===== config.mk =====
export PLATFORM = sky130hd
export DESIGN_NAME = dmsa_decode
export DESIGN_NICKNAME = d
export VERILOG_FILES = /design/src/hw/rtl/dmsa_pkg.sv /design/src/hw/rtl/dmsa_decode.sv
export SDC_FILE = /design/constraint.sdc
export NUM_CORES = 1
export LEC_CHECK = 0
export ABC_AREA = 1
export CAP_MARGIN = 20
export CORE_AREA = 2 2 52 54
export DETAILED_ROUTE_END_ITERATION = 16
export DIE_AREA = 0 0 54 56
export DONT_BUFFER_PORTS = 1
export RECOVER_POWER = 50
export SYNTH_ARGS = -nofsm -noshare
export SYNTH_HDL_FRONTEND = slang
export SYNTH_SLANG_ARGS = --single-unit
export TNS_END_PERCENT = 20

===== constraint.sdc =====
create_clock -name vclk -period 2.09
set_clock_uncertainty 0.2 [all_clocks]
set_input_delay 0.209 -clock vclk [all_inputs]
set_output_delay 0.209 -clock vclk [all_outputs]
set_load 0.02 [all_outputs]

===== src/hw/rtl/dmsa_pkg.sv =====
// Shared constants and types of the data memory sub-word access core.
`timescale 1ns / 1ps

package dmsa_pkg;

    localparam int DEPTH_WORDS = 4096;
    localparam int IDX_W = (DEPTH_WORDS > 1) ? $clog2(DEPTH_WORDS) : 1;
    localparam int WIN_IDX_W = 24;

    localparam logic [31:0] WIN_BASE = 32'h2000_0000;
    localparam logic [31:0] WIN_END  = 32'h2400_0000;
    localparam logic [31:0] PORT_OUT = 32'h3000_0000;
    localparam logic [31:0] PORT_IN  = 32'h3000_0004;

    localparam logic [31:0] MASK_WORD = 32'hFFFF_FFFF;
    localparam logic [31:0] MASK_HALF = 32'h0000_FFFF;
    localparam logic [31:0] MASK_BYTE = 32'h0000_00FF;

    localparam logic       FUNC_READ  = 1'b0;
    localparam logic       FUNC_WRITE = 1'b1;

    localparam logic [1:0] SIZE_BYTE = 2'd0;
    localparam logic [1:0] SIZE_HALF = 2'd1;
    localparam logic [1:0] SIZE_WORD = 2'd2;

    localparam logic [1:0] ST_OK    = 2'd0;
    localparam logic [1:0] ST_FAULT = 2'd1;
    localparam logic [1:0] ST_RANGE = 2'd2;

    typedef enum logic [2:0] {
        ACC_FAULT,
        ACC_RANGE,
        ACC_MEM,
        ACC_PUT,
        ACC_GET
    } acc_kind_t;

    typedef struct packed {
        logic        func;
        logic [1:0]  size;
        logic [31:0] addr;
        logic [31:0] wdata;
        logic [7:0]  in_char;
        logic        in_eof;
    } req_word_t;

    typedef struct packed {
        logic [31:0] rdata;
        logic        out_char_valid;
        logic [7:0]  out_char;
        logic        took_char;
        logic [1:0]  status;
    } rsp_word_t;

    typedef struct packed {
        acc_kind_t        kind;
        logic             write;
        logic [1:0]       size;
        logic [1:0]       lane;
        logic [IDX_W-1:0] idx;
        logic [31:0]      wdata;
        logic [7:0]       in_char;
        logic             in_eof;
    } dec_t;

    typedef struct packed {
        logic             rd_en;
        logic [IDX_W-1:0] rd_idx;
        logic             wr_en;
        logic [IDX_W-1:0] wr_idx;
        logic [31:0]      wr_data;
    } store_req_t;

endpackage


===== src/hw/rtl/dmsa_decode.sv =====
// Address decode: alignment, window, range and character port selection.
`timescale 1ns / 1ps

module dmsa_decode
    import dmsa_pkg::*;
(
    input  req_word_t req,
    output dec_t      dec
);

    logic                 size_bad;
    logic                 misalign;
    logic                 in_win;
    logic [31:0]          win_off;
    logic [WIN_IDX_W-1:0] off_idx;
    logic                 beyond;

    always_comb
    begin
        size_bad = (req.size != SIZE_BYTE) && (req.size != SIZE_HALF)
                   && (req.size != SIZE_WORD);
        misalign = ((req.size == SIZE_WORD) && (req.addr[1:0] != 2'b00))
                   || ((req.size == SIZE_HALF) && req.addr[0]);
        in_win   = (req.addr >= WIN_BASE) && (req.addr < WIN_END);
        win_off  = req.addr - WIN_BASE;
        off_idx  = win_off[WIN_IDX_W+1:2];
        beyond   = {1'b0, off_idx} >= (WIN_IDX_W+1)'(DEPTH_WORDS);

        dec.write   = req.func;
        dec.size    = req.size;
        dec.lane    = req.addr[1:0];
        dec.idx     = off_idx[IDX_W-1:0];
        dec.wdata   = req.wdata;
        dec.in_char = req.in_char;
        dec.in_eof  = req.in_eof;

        if (size_bad || misalign)
        begin
            dec.kind = ACC_FAULT;
        end
        else if (in_win)
        begin
            dec.kind = beyond ? ACC_RANGE : ACC_MEM;
        end
        else if ((req.func == FUNC_WRITE) && (req.addr == PORT_OUT))
        begin
            dec.kind = ACC_PUT;
        end
        else if ((req.func == FUNC_READ) && (req.addr == PORT_IN))
        begin
            dec.kind = ACC_GET;
        end
        else
        begin
            dec.kind = ACC_FAULT;
        end
    end

endmodule


# After elaboration in Yosys (flattened, before gate mapping)
# Cells that the tools add are included.
[totals] inputBits=76 elab_cells=27 out_inout_bits=61 reg_bits=0
[op_classes] bitwise=1 n_mux=5 n_reduce_logical=11 magnitude_cmp=3 eq_ne=6 addsub=1
[ops] op="32-bit by 30-bit equality test with 1-bit output (second input constant)" count=2
[ops] op="32-bit by 30-bit >= comparator with 1-bit output (second input constant)" count=1
[ops] op="32-bit by 30-bit < comparator with 1-bit output (second input constant)" count=1
[ops] op="26-bit by 1-bit subtractor with 26-bit output (second input constant)" count=1
[ops] op="24-bit by 13-bit >= comparator with 1-bit output (second input constant)" count=1
[ops] op="3-bit two-way mux" count=4
[ops] op="1-bit logical AND" count=7
[ops] op="2-bit nonzero test" count=2
[ops] op="2-bit by 1-bit equality test with 1-bit output (second input constant)" count=1
[ops] op="2-bit equality test (second input constant)" count=1
[ops] op="1-bit logical OR" count=2
[ops] op="2-bit two-way mux" count=1
[ops] op="2-bit by 1-bit inequality test with 1-bit output (second input constant)" count=1
[ops] op="2-bit inequality test (second input constant)" count=1
[ops] op="1-bit inverter" count=1

# Depth between registers and ports, before layout
[logic_depth] word_depth=6 depth_mapped=8 ltp_nobuf=8

# Worst setup path after synthesis
# OpenSTA, ideal clock, no wires.
[synth_timing] kind="input -> output" from="input req[50] (netlist bit)" to="output dec[58] (netlist bit)" arrival_ps=1076 path_stages=6 setup_slack_ps=605 n_path_buf=0 required_time_ps=1681 path_cell_list="or2_1 -> nor2_2 -> nand3_1 -> o21bai_2 -> nand2_1 -> nor2_1"
[synth_rtl] element="start, declared" line_no="dmsa_decode.sv:7" text="input req_word_t req,"
[synth_rtl] element="end, declared" line_no="dmsa_decode.sv:8" text="output dec_t dec"

==> flow_summary.yaml <==
status:
  status: "finished clean"
worst_setup_path:
  path_cells: "or2_1 -> nor2_2 -> nand3_1 -> o21bai_2 -> nand2_1 -> nor2_1"
  crit_type: "input port to output pin"
  crit_family: "simple AND/OR/NAND/NOR gates"
  cp-start-kind: "input port"
  worstPathArrival_ns: 1.19
  critPathMaxFanout: 2
  required_ns: 1.68
  worstSetupEndpointType: "output pin"
  slowest_delay_ns: 0.31
  slowest_stage: "nor2_1"
  path_buf_inv: 0
clock_network:
  postCtsHoldBufs: 0
  post_cts_resized: 0
  post-cts-setup-buffer-count: 0
layout:
  antenna_cells: 0
  area_growth_pct: -59.9
  drive_gt1_share_pct: 9.80
  seq_area_sq_um: 0
  flops_and_latches: 0
  clock_buffers: 0
  fin_util_pct: 11.0
  final_cell_area_sq_um: 267
  nets: 129
  post_layout_nonfiller_instances: 81
routing:
  vias_per_cell: 4.58
  vias: 371
  wl_met3_um: 332
  met1_length_um: 323
  met2_length_um: 569
  drt_iter0_drc: 8
  drc: 0
  highest_layer: "met4"
  wl_mm: 1.27
  wl_per_cell_um: 15.7
  ant_nets: 0
  dr.pass1.iters: 3
die:
  initial_utilization_pct: 27.3
  ios: 137
  rows: 18
  die_h_um: 56
  die_x_um: 54
  core_sq_mm: 0.00243
  die_area_sq_mm: 0.00302
global_routing:
  gr-total-overflow: 0
  grt_pass1_wl_mm: 1.64
  grt_start_max_net_pins: 5
  grt_pass1_vias: 339
  track_usage_pct: 7.06
  grt_antenna_before_repair: 0
sta:
  period_share_pct: 76.4
  tns_ns: 0
  hold_violations: 0
  setup_viol: 0
  slew_headroom_pct: 73.5
  tightest_slew_ns: 0.396
  grt_setup_unrepaired: "false"
  fin_crit_ns: 1.60
  maxSlewViolCount: 0
  max_freq_mhz: 626
place:
  place_area_sq_um: 267
  dp_hpwl_mm: 1.18
  port_buffers: 0
  dp.cells: 81
  gp_congestion: 0.621
logic_synthesis:
  syn_avg_cell_area_sq_um: 6.10
  synth_area_sq_um: 664
  synthTopCellsByArea: "buf_4, nor2_1, nand2_1, nor2_2, nand3_1"
  ys_seq_area_share_pct: 0
  ys_warn_count: 0
  synth_top_area_share_pct: 65.5
  synth_nets: 185
  synth_top_area_cell: "buf_4"
  synth_cell_types: 12
  synthCells: 109
pwr:
  p_leak_uw: 0.0000889
  power.total_uw: 19.2
  ir_worst_vdd_mv: 0.0158
  power.density_mw_per_mm2: 72.0
worst_hold_path:
  hold_class: "input port to output pin"
flow_run:
  max_cap_violations: 0
==> logic make-up after synthesis <==
logic type      Yosys count  synth area share [%]
buf+inv                  62                  67.8
simple gates             44                  28.8
compound gates            3                  3.39
==> cell type report <==
type               count  area, sq um
well taps             30         37.5
fillers              297         2170
multi-input cells     47          214
inverters              4         15.0
==> cells in the mapped netlist <==
cell type	number
nor2_1	20
nand2_1	12
or2_1	2
o21bai_2	1
inv_1	4
nor2_2	4
nand3_1	4
nand4_1	1
a31oi_1	1
nor3b_1	1
buf_4	58
o21ai_0	1
==> where the power goes <==
part	switching [uW]	internal (uW)
registers	0	0
logic	10.9	8.29
clock network	0	0
==> layout by cell type (no fill, tap or decap) <==
| cell | instances |
|---|---|
| o21bai_2 | 1 |
| o21ai_0 | 1 |
| nor3b_1 | 1 |
| nor2_2 | 4 |
| nand2_1 | 12 |
| inv_1 | 4 |
| nor2_1 | 20 |
| a31oi_1 | 1 |
| nand4_1 | 1 |
| nand3_1 | 4 |
| or2_1 | 2 |
==> path summary, 6_finish.rpt <==
check                   start       to  slack (ns)  depth (start not counted)
worst max-delay path  req[50]  dec[59]        0.49                          6
worst min-delay path   req[1]   dec[1]        0.22                          0
==> stage by stage <==
stage               hold slack [ns]  setup WS (ns)
global placement              0.218          0.511
global route                  0.218          0.333
detailed placement            0.218          0.467
CTS                           0.218          0.465
finish                        0.218          0.493
floorplan                     0.331          0.605
==> layer usage <==
layer	track usage, %	vias up
met3	4.30	14
li1	-	160
met4	3.57	0
met2	11.8	56
met5	0	-
met1	6.41	141
Power figures use the tool's default switching activity.
