$ cat src/hw/rtl/dmsa_pkg.sv
// Shared constants and types of the data memory sub-word access core.
`timescale 1ns / 1ps

package dmsa_pkg;

    localparam int DEPTH_WORDS = 4096;
    localparam int IDX_W = (DEPTH_WORDS > 1) ? $clog2(DEPTH_WORDS) : 1;
    localparam int WIN_IDX_W = 24;

    localparam logic [31:0] WIN_BASE = 32'h2000_0000;
    localparam logic [31:0] WIN_END  = 32'h2400_0000;
    localparam logic [31:0] PORT_OUT = 32'h3000_0000;
    localparam logic [31:0] PORT_IN  = 32'h3000_0004;

    localparam logic [31:0] MASK_WORD = 32'hFFFF_FFFF;
    localparam logic [31:0] MASK_HALF = 32'h0000_FFFF;
    localparam logic [31:0] MASK_BYTE = 32'h0000_00FF;

    localparam logic       FUNC_READ  = 1'b0;
    localparam logic       FUNC_WRITE = 1'b1;

    localparam logic [1:0] SIZE_BYTE = 2'd0;
    localparam logic [1:0] SIZE_HALF = 2'd1;
    localparam logic [1:0] SIZE_WORD = 2'd2;

    localparam logic [1:0] ST_OK    = 2'd0;
    localparam logic [1:0] ST_FAULT = 2'd1;
    localparam logic [1:0] ST_RANGE = 2'd2;

    typedef enum logic [2:0] {
        ACC_FAULT,
        ACC_RANGE,
        ACC_MEM,
        ACC_PUT,
        ACC_GET
    } acc_kind_t;

    typedef struct packed {
        logic        func;
        logic [1:0]  size;
        logic [31:0] addr;
        logic [31:0] wdata;
        logic [7:0]  in_char;
        logic        in_eof;
    } req_word_t;

    typedef struct packed {
        logic [31:0] rdata;
        logic        out_char_valid;
        logic [7:0]  out_char;
        logic        took_char;
        logic [1:0]  status;
    } rsp_word_t;

    typedef struct packed {
        acc_kind_t        kind;
        logic             write;
        logic [1:0]       size;
        logic [1:0]       lane;
        logic [IDX_W-1:0] idx;
        logic [31:0]      wdata;
        logic [7:0]       in_char;
        logic             in_eof;
    } dec_t;

    typedef struct packed {
        logic             rd_en;
        logic [IDX_W-1:0] rd_idx;
        logic             wr_en;
        logic [IDX_W-1:0] wr_idx;
        logic [31:0]      wr_data;
    } store_req_t;

endpackage

$ cat src/hw/rtl/dmsa_lane.sv
// Lane merge for sub-word writes, lane extract for reads, result build.
`timescale 1ns / 1ps

module dmsa_lane
    import dmsa_pkg::*;
(
    input  dec_t        op,
    input  logic [31:0] word,
    output rsp_word_t   rsp,
    output logic        wr_en,
    output logic [31:0] wr_word
);

    logic [31:0] lane_mask;
    logic [4:0]  shift;

    always_comb
    begin
        case (op.size)
            SIZE_WORD: lane_mask = MASK_WORD;
            SIZE_HALF: lane_mask = MASK_HALF;
            default:   lane_mask = MASK_BYTE;
        endcase
        shift   = {op.lane, 3'b000};
        wr_word = (word & ~(lane_mask << shift)) | ((op.wdata & lane_mask) << shift);
        wr_en   = (op.kind == ACC_MEM) && (op.write == FUNC_WRITE);

        rsp.rdata          = '0;
        rsp.out_char_valid = 1'b0;
        rsp.out_char       = '0;
        rsp.took_char      = 1'b0;
        rsp.status         = ST_OK;
        case (op.kind)
            ACC_MEM:
            begin
                if (op.write == FUNC_READ)
                begin
                    rsp.rdata = (word >> shift) & lane_mask;
                end
            end
            ACC_PUT:
            begin
                rsp.out_char_valid = 1'b1;
                rsp.out_char       = op.wdata[7:0];
            end
            ACC_GET:
            begin
                if (op.in_eof)
                begin
                    rsp.rdata = MASK_WORD;
                end
                else
                begin
                    rsp.rdata     = {24'd0, op.in_char};
                    rsp.took_char = 1'b1;
                end
            end
            ACC_RANGE: rsp.status = ST_RANGE;
            default:   rsp.status = ST_FAULT;
        endcase
    end

endmodule

$ cat config.mk
export PLATFORM = sky130hd
export DESIGN_NAME = dmsa_lane
export DESIGN_NICKNAME = d
export VERILOG_FILES = /design/src/hw/rtl/dmsa_pkg.sv /design/src/hw/rtl/dmsa_lane.sv
export SDC_FILE = /design/constraint.sdc
export NUM_CORES = 1
export LEC_CHECK = 0
export BUFFER_PORTS_ARGS = -buffer_cell sky130_fd_sc_hd__buf_2
export CAP_MARGIN = 20
export CELL_PAD_IN_SITES_DETAIL_PLACEMENT = 1
export CELL_PAD_IN_SITES_GLOBAL_PLACEMENT = 2
export CORE_MARGIN = 2
export CORE_UTILIZATION = 18
export DETAILED_ROUTE_END_ITERATION = 10
export GPL_TIMING_DRIVEN = 0
export PLACE_DENSITY_LB_ADDON = 0.2
export SETUP_SLACK_MARGIN = 0.1
export SYNTH_ARGS = -nofsm -noshare
export SYNTH_HDL_FRONTEND = slang
export SYNTH_SLANG_ARGS = --single-unit
$ cat constraint.sdc
create_clock -name vclk -period 3.5
set_input_delay 0.175 -clock vclk [all_inputs]
set_output_delay 0.175 -clock vclk [all_outputs]
set_load 0.05 [all_outputs]
Word level (Yosys, flattened, before mapping)
Cells that the tools add are included.

operators by class
  reductions and logical operators = 2
  equal/unequal tests = 6
  bitwise operators = 5
  shift-type cells = 3
  mux-type cells = 8

operator list
  operator                                              count
  one-hot mux 32 bit (2 select lines)                   2
  AND 32 bit                                            3
  two-way mux 32 bit                                    2
  << shifter 32 x 5 -> 32 bit                           2
  NOT 32 bit                                            1
  bitwise OR 32 bit                                     1
  >> shifter 32 x 5 -> 32 bit                           1
  two-way mux 9 bit                                     1
  equality test 3 x 2 -> 1 bit (second input constant)  2
  one-hot mux 2 bit (2 select lines)                    1
  equality test 3 x 1 -> 1 bit (second input constant)  1
  equality test 3 bit (second input constant)           1
  OR reduction 3 bit                                    1
  equality test 2 x 1 -> 1 bit (second input constant)  1
  equality test 2 bit (second input constant)           1
  two-way mux 1 bit                                     2
  logical AND 1 bit                                     1

word-level totals
  bits in registers = 0
  logic and storage cells = 24
  input port bits = 93

Longest topological paths before layout
Gate-level depths: netlist of the first run.

  depth after elaboration = 6
  gate-level depth with buffers = 6
  gate-level depth less buffers = 5

Worst setup path before layout of the first run
No wires, ideal clock.

  path kind = input port to output port
  start = input port op[60] in the netlist's numbering
  end = output port rsp[20] in the netlist's numbering
  arrival time = 1831 ps
  stages on the path = 5
  setup slack = 1494 ps
  cells stage by stage = buf_6 or4b_4 buf_6 nand2b_4 o21ai_1

RTL lines
  item         line            RTL
  from (decl)  dmsa_lane.sv:7  input dec_t op,
  to (decl)    dmsa_lane.sv:9  output rsp_word_t rsp,

Worst setup path after layout of the first run
  start = input port op[55] in the netlist's numbering
  end = output port wr_word[20]

between the ends
  cells in the longest elaborated chain, start to end = 6
  elaborated cells on any way between the ends = 9
  those cells by class = eq/ne (2); shift (2); mux (1); bitwise (4)

RTL lines
  item                                                                 line             RTL
  equality test 2 x 1 -> 1 bit or equality test 2 bit (tied branches)  dmsa_lane.sv:19  case (op.size)
  one-hot mux 32 bit (2 select lines) (*)                              dmsa_lane.sv:19
  << shifter 32 x 5 -> 32 bit                                          dmsa_lane.sv:25  wr_word = (word & ~(lane_mask << shift)) | ((op.wdata & lane_mask) << shift);
  NOT 32 bit                                                           dmsa_lane.sv:25
  AND 32 bit                                                           dmsa_lane.sv:25
  bitwise OR 32 bit (*)                                                dmsa_lane.sv:25
  to (decl)                                                            dmsa_lane.sv:11  output logic [31:0] wr_word

Mark *: on every way between the ends. The rest lies on a longest branch, timed or not.

==> results of run 1 <==
-- layout make-up --
type               count  area (um2)  area share
inverters              3        11.3     0.00434
well taps            111         139      0.0535
repair buffers       157         786       0.303
plain buffers         20         108      0.0415
multi-input cells    204        1550       0.598
-- power by group --
part / switching [mW] / internal [mW]
clock: 0 / 0
combinational: 0.383 / 0.163
sequential: 0 / 0
-- path summary, 6_finish.rpt --
path / start / end / slack (ns) / cells after the start
hold / removal: op[60] / rsp[1] / 0.69 / 3
setup / recovery: op[55] / wr_word[20] / 1.24 / 8
-- synth_stat cells, types with 2 or more instances --
| cell | n |
|---|---|
| a22oi_1 | 10 |
| buf_6 | 2 |
| o22ai_1 | 8 |
| clkbuf_1 | 7 |
| nand2b_1 | 10 |
| and2_1 | 9 |
| nand2b_4 | 2 |
| nor3b_1 | 3 |
| o21ai_1 | 16 |
| a221o_1 | 13 |
| mux2_1 | 15 |
| buf_2 | 5 |
| a21o_1 | 8 |
| mux2_2 | 8 |
| buf_4 | 3 |
| buf_1 | 3 |
| a32o_1 | 5 |
| nor2b_1 | 2 |
| inv_2 | 2 |
| nand2_1 | 14 |
| mux2i_1 | 25 |
| a22o_1 | 8 |
| o21ai_0 | 8 |
| a31oi_1 | 2 |
| o221ai_1 | 3 |
| nor2_1 | 19 |
-- tightest hold or removal path, stage by stage --
cell	delay, ns
buf_6	0.10
nor3b_1	0.05
buf_2	0.20
-- through the flow --
step | utilization | power, mW | hold slack (ns) | std cells
6_report | 0.285 | 0.545 | 0.695 | 495
5_1_grt | 0.285 | 0.577 | 0.711 | 495
4_1_cts | 0.285 | 0.547 | 0.700 | 495
3_5_place_dp | 0.285 | 0.546 | 0.700 | 495
3_3_place_gp | 0.285 | 0.545 | 0.698 | 495
2_1_floorplan | - | 0.372 | 0.528 | 227
-- metal layers --
layer	track usage	routed length, um
met1	0.270	4750
met4	0.00738	23
met5	0	0
met3	0.0265	738
met2	0.326	4610
-- cell families after synthesis --
kind of cell | synth area share
adders and majority gates | 0.00750
and+or+nand+nor | 0.235
AOI/OAI and AO/OA | 0.376
xor gates and xnor gates | 0.00525
muxes | 0.305
buffers and inverters | 0.0712
==> summary.md, run 1 <==
| Metric | Value |
|---|---|
| Setup ws final | `1.24 ns` |
| DRC viols | `0` |
| DR pass1 iterations | `5` |
| Cells after synthesis | `~230` |
| CP Cell Sequence | `buf_2 -> inv_1 -> ha_1 -> clkbuf_1 -> o21a_1 -> or2_1 -> a221o_1 -> buf_2` |
| Syn avg cell area | `7.35 um2` |
| Antenna cells | `0` |
| Drt wl/cell | `20.5 um` |
| Rows | `35` |
| Seq. cell area | `0 um2` |
| Chip height | `100 um` |
| Layout clock buffer count | `0` |
| I/O pin total | `170` |
| Antenna violations before repair | `0` |
| Nets | `480` |
| Final hold violation count | `0` |
| Initial Util | `0.183` |
| Max Cap Viol | `0` |
| Largest net degree at the start of global routing | `11` |
| Cell Area, Synth | `1670 um2` |
| CP max FO | `10` |
| Hold Crit Class | `input pin to output port` |
| Power density over cell area | `approximately 210 nW/um2` |
| Synth unique cells | `43` |
| Final setup fails | `0` |
| Most frequent cells in the layout | `buf_2 (162), mux2i_1 (25), nor2_1 (19), o21ai_1 (16), mux2_1 (15)` |
| Relative slew margins | `0.548` |
| Final Cycle Share | `0.644` |
| Post-DP HPWL | `8160 um` |
| Total Wirelength | `10100 um` |
| Grt total ovfl | `0` |
| GRT Util Overall | `0.191` |
| Buf/Inv on CP | `4` |
| Max Clk Rate | `0.443 GHz` |
| Worst path arrival time | `between 2 and 2.5 ns` |
| RSZ-0062 raised after global routing | `no` |
| Vias in the first global route | `2506` |
| Delay-heaviest family, CP | `compound AO/OA/AOI/OAI gates` |
| Port bufs | `157` |
| Initial DRC Count | `roughly 70` |
| Yosys warnings | `0` |
| ANT nets after route | `0` |
| Most common cell after layout, fill and taps aside | `buf_2` |
| # fillers | `1197` |
| Core Region | `9110 um2` |
| Crit path kind | `input pin to output port` |
| Vias | `roughly 2500` |
| Post-synthesis sequential area ratio | `0` |
| WP data required | `3.32 ns` |
| Layout cells sized above 1 | `0.479` |
| Status | `finished, final reports clean` |
| Final Wtd Congestion | `0.828` |
| CP endpoint kind | `output port` |
| Crit path top cell by count | `buf_2` |
| Full die area | `10100 um2` |
| TNS Setup | `0 ns` |
| Max-slew violations | `0` |
| Least-Margin Pin Slew | `0.678 ns` |
| Post-synth top area share | `0.150` |
| Total nets after synthesis | `between 300 and 400` |
| Synth-to-layout area growth | `55.4%` |
| DP Area | `2590 um2` |
| Pleak | `1.45 nW` |
| Post-synth top area cell | `mux2i_1` |
| Number of vias per cell | `4.96` |
| Highest-delay cell along the critical path | `or2_1` |
| Die width | `around 100 um` |
| Critical path's largest stage delay | `0.37 ns` |
| CP Launch Type | `input pin` |
| Placement Setup Slack | `1.27 ns` |
| Hold-fix buffers, CTS | `0` |
| Flip-flop and latch count | `0` |
| Post-route cell area | `approximately 2600 um2` |
| CTS resizes | `0` |
| Top cells by area, synth | `mux2i_1 (15%), mux2_1 (10%), a221o_1 (7.8%)` |
| Peak VDD IR | `0.0000549 V` |
| Post-CTS Setup Inserts | `0` |
| First-pass GRT wire length | `between 10000 and 15000 um` |
| Min Tclk post-route | `2.26 ns` |
(Power assumes the default switching activity.)
==> run 2: changes to the inputs <==
ABC_AREA = 1   (was unset)
CORE_UTILIZATION = 15   (was 18)
clock period = 2.22 ns   (was 3.5 ns; I/O delays follow)
==> summary.md, run 2 <==
| Metric | Value |
|---|---|
| Status | `finished, final reports clean` |
| CP Launch Point | `op[55]` |
| First-pass GRT wire length | `20300 um (+36%)` |
| Delay-heaviest family, CP | `buffers and inverters` |
| Min Tclk post-route | `1.81 ns` |
| Post-DP HPWL | `10900 um (+33%)` |
| Hold Crit Class | `input pin to output port` |
| Total Wirelength | `13100 um (+29%)` |
| Placement Setup Slack | `0.167 ns (-1.10 ns)` |
| Port bufs | `156 (-0.64%)` |
| Register share of total power | `0 (unchanged)` |
| Layout cells sized above 1 | `0.295 (-0.184)` |
| # fillers | `1833 (+53%)` |
| Rows | `42 (+20%)` |
| Highest-delay cell along the critical path | `o21ai_2` |
| Critical path's largest stage delay | `0.35 ns (-0.02 ns)` |
| Final Cycle Share | `0.816` |
| Crit path top cell by count | `buf_2` |
| Psw | `0.678 mW (+77%)` |
| Initial DRC Count | `127 (+79%)` |
| Post-synth top area cell | `nand2_1` |
| GRT Util Overall | `0.181 (-0.0106)` |
| Most frequent cells in the layout | `nand2_1 (238), buf_2 (172), nand3_1 (72), inv_1 (57), nor2_1 (34)` |
| Count leader, synth | `nand2_1` |
| RSZ-0062 raised after global routing | `no` |
| WP data required | `2.11 ns (-1.21 ns)` |
| Top cells by area, synth | `nand2_1 (45%), nand3_1 (18%), inv_1 (11%)` |
| Synth-to-layout area growth | `50.5%` |
| Most common cell after layout, fill and taps aside | `nand2_1` |
| Full die area | `14200 um2 (+41%)` |
| Synth cell count leaders | `nand2_1 (238), nand3_1 (72), inv_1 (57), nor2_1 (34), buf_2 (16)` |
| Flip-flop and latch count | `0 (unchanged)` |
| DRC viols | `0 (unchanged)` |
| CP Cell Sequence | `buf_2 -> inv_1 -> ha_1 -> buf_4 -> buf_2 -> o21ai_2 -> nand3_1 -> nand3_1 -> buf_2` |
| Max Clk Rate | `between 0.5 and 0.6 GHz` |
| Chip height | `119 um (+19%)` |
| I/O pin total | `170 (unchanged)` |
| Max-slew violations | `0 (unchanged)` |
| ANT nets after route | `0 (unchanged)` |
| Yosys warnings | `0 (unchanged)` |
| Grt total ovfl | `0 (unchanged)` |
| TNS Setup | `0 ns (unchanged)` |
| Drt wl/cell | `16.3 um (-20%)` |
| CP endpoint | `wr_word[16]` |
| Layout clock buffer count | `0 (unchanged)` |
| Post-synthesis sequential area ratio | `0 (unchanged)` |
| Hold-fix buffers, CTS | `0 (unchanged)` |
| Worst path arrival time | `1.70 ns (-0.38 ns)` |
| Synth unique cells | `19 (-56%)` |
| Max Cap Viol | `0 (unchanged)` |
| Final hold violation count | `0 (unchanged)` |
| Pleak | `2.09 nW (+44%)` |
| Number of stages on the worst setup path | `9 (+1)` |
| Initial Util | `0.152 (-0.0316)` |
| Final setup fails | `0 (unchanged)` |
| Buf/Inv on CP | `5 (+1)` |
| CP endpoint kind | `output port` |
| Antenna violations before repair | `1 (+1)` |
| Power density over cell area | `301 nW/um2 (+43%)` |
| Relative slew margins | `0.601 (+0.0527)` |
| Seq. cell area | `0 um2 (unchanged)` |
| CP Launch Type | `input pin` |
| Core Region | `13100 um2 (+44%)` |
| Crit path kind | `input pin to output port` |
| Cell Area, Synth | `1980 um2 (+19%)` |
| Post-synth top area share | `0.450 (+0.300)` |
| CP max FO | `10 (unchanged)` |
| Final Wtd Congestion | `0.830 (+0.22%)` |
| Setup ws final | `0.408 ns (-0.836 ns)` |
| Die width | `119 um (+19%)` |
| Switch share | `0.753 (+0.0516)` |
| Least-Margin Pin Slew | `0.599 ns (-0.0791 ns)` |
| Syn avg cell area | `4.21 um2 (-43%)` |
| Vias | `3465 (+41%)` |
| Number of vias per cell | `4.32 (-13%)` |
| Design internal power | `0.222 mW (+36%)` |
| DR pass1 iterations | `4 (-1)` |
| Peak VDD IR | `0.000110 V (+100%)` |
| Cells after synthesis | `471 (+110%)` |
| Total nets after synthesis | `565 (+76%)` |
| Nets | `723 (+51%)` |
| Clk network pwr share | `0 (unchanged)` |
| Largest net degree at the start of global routing | `11 (unchanged)` |
| Antenna cells | `0 (unchanged)` |
| Vias in the first global route | `3783 (+51%)` |
| Comb pwr share | `1.000 (about the same)` |
## run 2: layout make-up
class | instances | area (um2) | area share
multi-input cells | 388 | 1640 | 0.550
plain buffers | 25 | 126 | 0.0423
repair buffers | 156 | 781 | 0.261
well taps | 176 | 220 | 0.0737
inverters | 58 | 218 | 0.0729
## run 2: worst min path at each step
stage,startpoint,end,slack [ns],cells after the start
3_3_place_gp,op[59],rsp[1],0.57,3
5_1_grt,op[59],rsp[1],0.58,3
6_report,op[59],rsp[1],0.56,3
3_5_place_dp,op[59],rsp[1],0.57,3
4_1_cts,op[59],rsp[1],0.57,3
2_1_floorplan,op[60],rsp[1],0.40,1
## run 2: metal layers
metal | GRT usage | wire length (um)
met4 | 0.00893 | 17
met2 | 0.314 | 6150
met3 | 0.0335 | 893
met1 | 0.243 | 6000
met5 | 0 | 13
## run 2: logic make-up after synthesis
logic type                 Yosys count  share of synthesized area
buffers and inverters               83                      0.173
AOI/OAI and AO/OA                   29                     0.0769
and+or+nand+nor                    358                      0.744
adders and majority gates            1                    0.00630
## run 2: timing repair
item / in CTS / in global routing
buffers inserted: 0 / 0
gates resized for setup: 0 / 2
endpoints found under the setup margin: 0 / 11
## run 2: per-stage QoR
step / power (mW) / hold WS, ns / instance area (um2) / utilization / instances
3_3_place_gp: 0.899 / 0.565 / 2990 / 0.228 / 803
6_report: 0.900 / 0.564 / 2990 / 0.228 / 803
2_1_floorplan: 0.602 / 0.402 / 1980 / - / 471
3_5_place_dp: 0.904 / 0.566 / 2990 / 0.228 / 803
4_1_cts: 0.907 / 0.567 / 2990 / 0.228 / 803
5_1_grt: 0.973 / 0.582 / 2990 / 0.228 / 803
## run 2: power groups by stage
stage / Sequential (mW) / Clock [mW] / Combinational (mW)
6_report: 0 / 0 / 0.900
5_1_grt: 0 / 0 / 0.973
4_1_cts: 0 / 0 / 0.907
3_5_place_dp: 0 / 0 / 0.904
3_3_place_gp: 0 / 0 / 0.899
2_1_floorplan: 0 / 0 / 0.602
==> run 3: changes to the inputs <==
ABC_AREA = 0   (was 1)
CORE_UTILIZATION = 17   (was 15)
clock period = 1.8 ns   (was 2.22 ns; I/O delays follow)
==> summary.md, run 3 (same netlist as run 1, synthesis figures left out) <==
| Metric | Value |
|---|---|
| Flip-flop and latch count | `0 (unchanged)` |
| GRT Util Overall | `0.191 (+0.0107)` |
| Worst path arrival time | `1.61 ns (-0.09 ns)` |
| Worst hold stages | `3 (unchanged)` |
| Number of vias per cell | `4.84 (+12%)` |
| Least-Margin Pin Slew | `0.628 ns (+0.0290 ns)` |
| Vias | `2524 (-27%)` |
| CP endpoint kind | `output port` |
| WP data required | `1.71 ns (-0.40 ns)` |
| Drt wl/cell | `20.6 um (+27%)` |
| Min Tclk post-route | `1.70 ns` |
| Power density over cell area | `401 nW/um2 (+33%)` |
| ANT nets after route | `0 (unchanged)` |
| DR pass1 iterations | `4 (unchanged)` |
| Post-DP HPWL | `8480 um (-22%)` |
| CP endpoint | `rsp[26]` |
| Setup ws final | `0.0972 ns (-0.311 ns)` |
| Core Region | `9640 um2 (-26%)` |
| Layout clock buffer count | `0 (unchanged)` |
| Seq. cell area | `0 um2 (unchanged)` |
| Metal2 WL | `5130 um (-17%)` |
| Nets | `485 (-33%)` |
| DP Area | `2640 um2 (-12%)` |
| Die width | `103 um (-13%)` |
| Crit path kind | `input pin to output port` |
| Largest net degree at the start of global routing | `11 (unchanged)` |
| Layout cells sized above 1 | `0.530 (+0.235)` |
| Antenna cells | `0 (unchanged)` |
| Pleak | `1.54 nW (-26%)` |
| DRC viols | `0 (unchanged)` |
| Synth-to-layout area growth | `74.5%` |
| Relative slew margins | `0.582 (-0.0193)` |
| Metal3 WL | `621 um (-30%)` |
| Total Wirelength | `10800 um (-18%)` |
| Final hold violation count | `0 (unchanged)` |
| RSZ-0062 raised after global routing | `yes` |
| Multi-input logic area | `1620 um2 (-1.5%)` |
| Status | `finished, final reports clean` |
| Hold Crit Class | `input pin to output port` |
| CP max FO | `10 (unchanged)` |
| Top Metal Used | `met3` |
| Final Wtd Congestion | `0.806 (-2.9%)` |
| Full die area | `10600 um2 (-25%)` |
| Initial DRC Count | `78 (-39%)` |
| Max Cap Viol | `0 (unchanged)` |
| Peak VDD IR | `0.000134 V (+21%)` |
| Port bufs | `157 (+0.64%)` |
| CP Launch Type | `input pin` |
| Hold-fix buffers, CTS | `0 (unchanged)` |
| CP Launch Point | `op[58]` |
| Initial Util | `0.173 (+0.0215)` |
| Rows | `36 (-14%)` |
| Placement Setup Slack | `-0.260 ns (-0.427 ns)` |
| Max-slew violations | `0 (unchanged)` |
| First-pass GRT wire length | `15500 um (-24%)` |
| Met1 WL | `5020 um (-16%)` |
| Vias in the first global route | `2563 (-32%)` |
| Most common cell after layout, fill and taps aside | `buf_2` |
| Final setup fails | `0 (unchanged)` |
| Most frequent cells in the layout | `buf_2 (128), mux2i_1 (25), nor2_1 (19), o21ai_1 (19), clkbuf_4 (18)` |
| # fillers | `1240 (-32%)` |
| Chip height | `103 um (-13%)` |
| Max Clk Rate | `0.587 GHz` |
| Grt total ovfl | `0 (unchanged)` |
| Post-route cell area | `2910 um2 (-2.5%)` |
| Antenna violations before repair | `0 (-1)` |
| I/O pin total | `170 (unchanged)` |
| Final Cycle Share | `0.946` |
==> run 3: critical path: stages <==
cell	delay [ns]
buf_2	0.12
or4b_4	0.57
buf_6	0.17
nand2b_4	0.20
o21ai_1	0.22
buf_4	0.24
==> run 3: worst min-delay path by stage <==
stage                      start     end  slack [ns]
final                     op[60]  rsp[1]        0.53
after global routing      op[60]  rsp[1]        0.55
after CTS                 op[60]  rsp[1]        0.53
after detailed placement  op[60]  rsp[1]        0.53
after global placement    op[60]  rsp[1]        0.52
after floorplan           op[59]  rsp[1]        0.36
==> run 3: final cells by class <==
| type | instances | share of cell area |
|---|---|---|
| buffer | 20 | 0.0490 |
| multi-input combinational | 204 | 0.555 |
| inverter | 3 | 0.00387 |
| tap | 133 | 0.0571 |
| timing repair buffer | 162 | 0.335 |
==> run 3: report_power, final <==
part / switching (mW) / total, mW / internal, mW / leakage, nW
combinational: 0.770 / 1.17 / 0.397 / 1.54
sequential: 0 / 0 / 0 / 0
clock: 0 / 0 / 0 / 0
total: 0.770 / 1.17 / 0.397 / 1.54
==> run 3: per-stage QoR <==
| step | util | power [mW] | hold slack (ns) | TNS (ns) | std cells |
|---|---|---|---|---|---|
| after CTS | 0.291 | 1.14 | 0.532 | 0 | 522 |
| after detailed placement | 0.274 | 1.07 | 0.526 | -4.47 | 517 |
| after floorplan | - | 0.730 | 0.358 | -0.603 | 227 |
| final | 0.302 | 1.17 | 0.530 | 0 | 522 |
| after global routing | 0.302 | 1.23 | 0.554 | 0 | 522 |
| after global placement | 0.274 | 1.07 | 0.523 | -4.02 | 517 |
==> run 3: repair_timing <==
item / in CTS / in global routing
setup endpoints to repair: 54 / 54
gates resized for setup: 32 / 53
pin swaps: 4 / 2
setup buffers: 5 / 0
==> run 3: layer usage <==
metal | up-vias | GRT usage
li1 | 1210 | -
met1 | 1223 | 0.272
met2 | 91 | 0.331
met3 | 0 | 0.0197
met4 | 0 | 0.00101
met5 | - | 0
